### src/sv/sme_pkg.sv
// Shared constants, types and arithmetic helpers for the simplex minimizer.
// Used by sme_div and simplex_minimizer_engine; depends on nothing else.
package sme_pkg;

	localparam int MAX_DIMS    = 8;
	localparam int VALUE_WIDTH = 32;
	localparam int VTX_W       = $clog2(MAX_DIMS + 1);
	localparam int COL_W       = $clog2(MAX_DIMS);
	localparam int NUM_ROWS    = MAX_DIMS + 2;
	localparam int ROW_W       = $clog2(NUM_ROWS);
	localparam int ADDR_W      = ROW_W + COL_W;
	localparam int SUM_W       = VALUE_WIDTH + $clog2(MAX_DIMS) + 1;
	localparam int EXT_W       = SUM_W + 2;
	localparam int STEP_W      = 17;
	localparam int MSTEP_W     = 16;
	localparam int TOL_W       = 24;
	localparam int NDIM_W      = 4;
	localparam int TOL_SHIFT   = TOL_W + 1;
	localparam int CFG_IDX_W   = 2;
	localparam int CFG_DATA_W  = 24;
	localparam int CMD_W       = 2;
	localparam int KIND_W      = 2;
	localparam int IN_TDATA_W  = 40;
	localparam int OUT_TDATA_W = 56;

	localparam logic [CMD_W-1:0] CMD_LOAD_COORD = 2'd0;
	localparam logic [CMD_W-1:0] CMD_LOAD_VALUE = 2'd1;
	localparam logic [CMD_W-1:0] CMD_START      = 2'd2;
	localparam logic [CMD_W-1:0] CMD_OBJECTIVE  = 2'd3;

	localparam logic [KIND_W-1:0] KIND_EVAL  = 2'd0;
	localparam logic [KIND_W-1:0] KIND_BEST  = 2'd1;
	localparam logic [KIND_W-1:0] KIND_VALUE = 2'd2;

	localparam logic [CFG_IDX_W-1:0] CFG_NUM_DIMS  = 2'd0;
	localparam logic [CFG_IDX_W-1:0] CFG_TOLERANCE = 2'd1;
	localparam logic [CFG_IDX_W-1:0] CFG_MAX_STEPS = 2'd2;

	typedef enum logic [1:0] {
		TK_REFLECT  = 2'd0,
		TK_EXPAND   = 2'd1,
		TK_CONTRACT = 2'd2
	} trial_kind_t;

	typedef logic signed [VALUE_WIDTH-1:0] value_t;

	localparam logic signed [EXT_W-1:0] VMAX_E =
		{{(EXT_W - VALUE_WIDTH + 1){1'b0}}, {(VALUE_WIDTH - 1){1'b1}}};
	localparam logic signed [EXT_W-1:0] VMIN_E =
		{{(EXT_W - VALUE_WIDTH + 1){1'b1}}, {(VALUE_WIDTH - 1){1'b0}}};

	function automatic value_t sat_value(input logic signed [EXT_W-1:0] x);
		value_t r;
		if (x > VMAX_E) begin
			r = VMAX_E[VALUE_WIDTH-1:0];
		end else if (x < VMIN_E) begin
			r = VMIN_E[VALUE_WIDTH-1:0];
		end else begin
			r = x[VALUE_WIDTH-1:0];
		end
		return r;
	endfunction

	// Halve with truncation toward zero.
	function automatic logic signed [EXT_W-1:0] half_tz(input logic signed [EXT_W-1:0] x);
		logic signed [EXT_W-1:0] t;
		t = x + {{(EXT_W - 1){1'b0}}, x[EXT_W-1]};
		return t >>> 1;
	endfunction

endpackage

### src/sv/sme_div.sv
// Bit-serial signed divider used for the centroid: one quotient bit per cycle.
// Depends on sme_pkg for the sum and dimension widths.
module sme_div (
	input  logic                             clk,
	input  logic                             arst_n,
	input  logic                             start,
	input  logic signed [sme_pkg::SUM_W-1:0] dividend,
	input  logic [sme_pkg::NDIM_W-1:0]       divisor,
	output logic                             done,
	output logic signed [sme_pkg::SUM_W-1:0] quotient
);
	import sme_pkg::*;

	localparam int CNT_W = $clog2(SUM_W + 1);

	logic              busy_q;
	logic              done_q;
	logic              neg_q;
	logic [CNT_W-1:0]  cnt_q;
	logic [NDIM_W-1:0] rem_q;
	logic [SUM_W-1:0]  quo_q;
	logic [NDIM_W:0]   trial;
	logic              fits;

	assign trial = {rem_q, quo_q[SUM_W-1]};
	assign fits  = trial >= {1'b0, divisor};

	always_ff @(posedge clk or negedge arst_n) begin
		if (!arst_n) begin
			busy_q <= 1'b0;
			done_q <= 1'b0;
			neg_q  <= 1'b0;
			cnt_q  <= '0;
			rem_q  <= '0;
			quo_q  <= '0;
		end else begin
			done_q <= 1'b0;
			if (start) begin
				busy_q <= 1'b1;
				neg_q  <= dividend[SUM_W-1];
				quo_q  <= dividend[SUM_W-1] ? SUM_W'(-dividend) : SUM_W'(dividend);
				rem_q  <= '0;
				cnt_q  <= CNT_W'(SUM_W);
			end else if (busy_q) begin
				rem_q <= fits ? NDIM_W'(trial - {1'b0, divisor}) : trial[NDIM_W-1:0];
				quo_q <= {quo_q[SUM_W-2:0], fits};
				cnt_q <= cnt_q - 1'b1;
				if (cnt_q == CNT_W'(1)) begin
					busy_q <= 1'b0;
					done_q <= 1'b1;
				end
			end
		end
	end

	assign done     = done_q;
	assign quotient = neg_q ? -$signed(quo_q) : $signed(quo_q);

`ifndef SYNTH
	a_done_ends_run: assert property (@(posedge clk) disable iff (!arst_n)
		done_q |-> !busy_q) else $error("divider done while still busy");
	a_start_idle: assert property (@(posedge clk) disable iff (!arst_n)
		start |-> !busy_q) else $error("divider restarted mid-run");
	a_rem_bound: assert property (@(posedge clk) disable iff (!arst_n)
		(busy_q && divisor != '0) |-> (rem_q < divisor)) else $error("remainder too big");
`endif

endmodule

### config.mk
export PLATFORM = sky130hd
export DESIGN_NAME = sme_div
export DESIGN_NICKNAME = d
export VERILOG_FILES = /design/src/sv/sme_pkg.sv /design/src/sv/sme_div.sv
export SDC_FILE = /design/constraint.sdc
export NUM_CORES = 1
export LEC_CHECK = 0
export ABC_AREA = 1
export BUFFER_PORTS_ARGS = -buffer_cell sky130_fd_sc_hd__buf_2
export CAP_MARGIN = 20
export CORE_MARGIN = 1
export CORE_UTILIZATION = 50
export CTS_BUF_LIST = sky130_fd_sc_hd__clkbuf_4 sky130_fd_sc_hd__clkbuf_8
export CTS_CLUSTER_SIZE = 25
export DETAILED_ROUTE_END_ITERATION = 10
export PLACE_DENSITY_LB_ADDON = 0.15
export SYNTH_ARGS = -nofsm -noshare
export SYNTH_HDL_FRONTEND = slang
export SYNTH_SLANG_ARGS = --single-unit
export TNS_END_PERCENT = 5
### constraint.sdc
create_clock -name clk -period 1.8 [get_ports clk]
set_clock_uncertainty 0.05 [all_clocks]
set_input_delay 0.09 -clock clk [delete_from_list [all_inputs] [get_ports clk]]
set_output_delay 0.09 -clock clk [all_outputs]
set_load 0.01 [all_outputs]
==> results.toml <==
[clock_tree]
clock_latency_ps = 310
cts.clk_slew.worst_paths_ps = 100
cts_sinks = 49
cts_tree = "yes"
cts_root_buffer = "clkbuf_8"
htreeDepth = 2
cts_buffers = 5
cts.path.max_buffers = 2

[worst_setup_path]
cp_max_fo = 4
crit_path_start_kind = "register"
end_kind = "primary output"
crit_arrival_ps = 1900
crit_top_cell = "nor2_2"
r2r-end = "quo_q[0]"
worstPathCellList = "nor2_2 > nand2_1 > nor2_2 > nand2_2 > o21ai_4 > o21ai_1 > xor2_1 > buf_2"
reg2reg_depth = 7
worst-endpoint-required_ps = 1660
crit_type = "reg2out"
cpMaxStageDelayCell = "dfrtp_2"
rr_startpoint = "rem_q[1]"
slowest_delay_ps = 460
reg2reg_setup_slack_ps = 110

[yosys]
synth_edf_count = 0
seq_area_frac_synth_pct = 26.56
synth_top_area_share_pct = 26.56
ys.warnings.count = 0
synth_area_leaders = "dfrtp_1, nand2_1, nand3_1"
postSynth.asyncResetShare_pct = 100.0
synth_area_sq_um = 4617
yosys.area.top_type = "dfrtp_1"
syn_nets = 762
synth_cell_types = 38
synth-main-ff-cell = "dfrtp_1"
synth_cells = 710
ys_ff_latch = 49
postSynthAreaPerCell_sq_um = 6.503

[pwr]
peakVddDrop_uv = 513.9
powerDensity_nw_per_um2 = 726.2
p_total_mw = 4.063
p_leak_nw = 2.720

[grt]
grt_antenna_before_repair = 0
grt_usage_pct = 29.38
grt_max_degree = 50
overflow = 0
grt_pass1_wl_mm = 22.54
grt_pass1_vias = 4471

[floorplan]
initial_utilization_pct = 52.18
die_area_sq_um = 9622
rows = 34
die_w_um = 98.09
num_io_pins = 80
die_h_um = 98.09
core_sq_um = 8848

[timing]
slew_viol_final = 0
max_freq_mhz = 489.9
tightest_slew_ps = 537.0
tns_ps = -3834
finalWorstPathRequiredPeriod_ps = 2041
max_slew_margin_pct = 64.15
fin_ws_ps = -241.4
hold_viol = 0
rsz0062_at_grt = "true"
setup_viol = 28
fin_crit_sh_pct = 113.4

[min_path]
hp-class = "in2reg"
hp-start = "dividend[25]"
whs_endpoint = "quo_q[25]"
holdPathStages = 4

[final_layout]
final_cells = 915
antenna_cells = 0
syn_to_final_growth_pct = 21.19
layout_commonest_cell = "nand2_1"
fillers = 818
nets = 858
multi_input_area_sq_um = 3077
final_cell_mix = "nand2_1, inv_1, buf_2"
seq_area_sq_um = 1234
drive_above_1_share_pct = 27.51

[run]
cap_violations = 0

[routing]
vias = 5019
routedWlPerCell_um = 15.36
wirelength_mm = 14.05
viasPerCell = 5.485
ant_nets = 0
drt_pre_antenna_iters = 8
drtIter0Drc = 308
drcViolationCount = 8

[place]
numPortBuffers = 79
dp_hpwl_mm = 11.33
gp_congestion = 0.9362
dp.cells = 900

[run_status]
violations = "design-rule violations, negative setup slack"
status = "finished, violations left"
[worst max-delay path by stage]
stage,start,endpoint,slack [ps]
after CTS,quo_q[5],quotient[26],-220
after detailed placement,rem_q[1],quo_q[0],-4
final,quo_q[8],quotient[31],-240
after global routing,quo_q[8],quotient[29],-340
after floorplan,quo_q[0],quotient[26],140
after global placement,quo_q[0],quotient[26],70
[cell families (layout without fill, tap and decap cells)]
family                   count (synthesis)  after routing  synth area share, %
XOR/XNOR                                33             33                6.260
AO/OA/AOI/OAI                          104            104                14.20
adder cells (fa/ha/maj)                  9              9                2.602
buffers and inverters                  121            218                10.49
AND/OR/NAND/NOR                        394            394                39.89
flip-flops                              49             49                26.56
[cell type report]
| type | instances | area share (%) |
|---|---|---|
| flip-flops and latches | 49 | 22.05 |
| clock inverters | 3 | 0.8274 |
| inverters | 100 | 6.708 |
| multi-input cells | 540 | 54.99 |
| clock buffers | 5 | 1.230 |
| repair buffers | 110 | 11.78 |
| well taps | 108 | 2.415 |
[sequential cells by signal (all words and copies together) (netlist names)]
signal and flops:
quo_q 36, cnt_q 6, rem_q 4, busy_q 1, done 1, neg_q 1
[critical path: cells and delay by family (launching register included)]
family | cells | cell delay [ps]
buf+inv | 1 | 160
flops | 1 | 460
compound gates | 2 | 310
xor+xnor | 1 | 180
simple gates | 4 | 490
[where the power goes]
group / internal [mW] / switching, mW / total, mW / leakage [nW]
Sequential: 1.27 / 0.181 / 1.45 / 0.581
Combinational: 0.705 / 1.11 / 1.81 / 2.08
Clock: 0.416 / 0.384 / 0.800 / 0.0543
[synthesized netlist by cell type (7+ instances only)]
library cell	instances
o221ai_1	14
nand2_1	174
o21bai_1	9
nand3_1	76
o22ai_1	14
nand2_2	14
dfrtp_1	49
nand3_2	7
ha_1	8
o21ai_0	30
inv_2	13
xor2_1	33
o211ai_1	7
o21ai_1	11
inv_1	86
buf_2	12
nor2_2	12
nand4_1	10
a21oi_1	12
nor2_1	79
[metal layers]
layer | vias up | global-route usage (%) | routed length [um]
met5 | - | 0 | 0
met4 | 0 | 5.128 | 170
met3 | 14 | 2.577 | 933
met2 | 191 | 45.99 | 6114
met1 | 2309 | 44.37 | 6837
li1 | 2505 | - | -
[repair_timing]
action / 4_1_cts / 5_1_grt
hold buffers: 1 / 0
pin swaps: 10 / 10
endpoints found under the hold margin: 49 / 0
endpoints found under the setup margin: 28 / 37
gates cloned: 0 / 0
resized for setup: 24 / 35
setup buffers: 5 / 1
[through the flow]
stage          cell area, sq um  hold WS, ps  util, %  worst slack (ps)
2_1_floorplan              4617       -255.6        -             143.2
3_3_place_gp               5244        41.94    59.26             72.87
3_5_place_dp               5244        42.67    59.26            -4.340
4_1_cts                    5480        41.12    61.93            -216.7
5_1_grt                    5595        92.20    63.24            -343.6
6_report                   5595        45.22    63.24            -241.4
No activity file was read; power rests on OpenSTA's default activity.
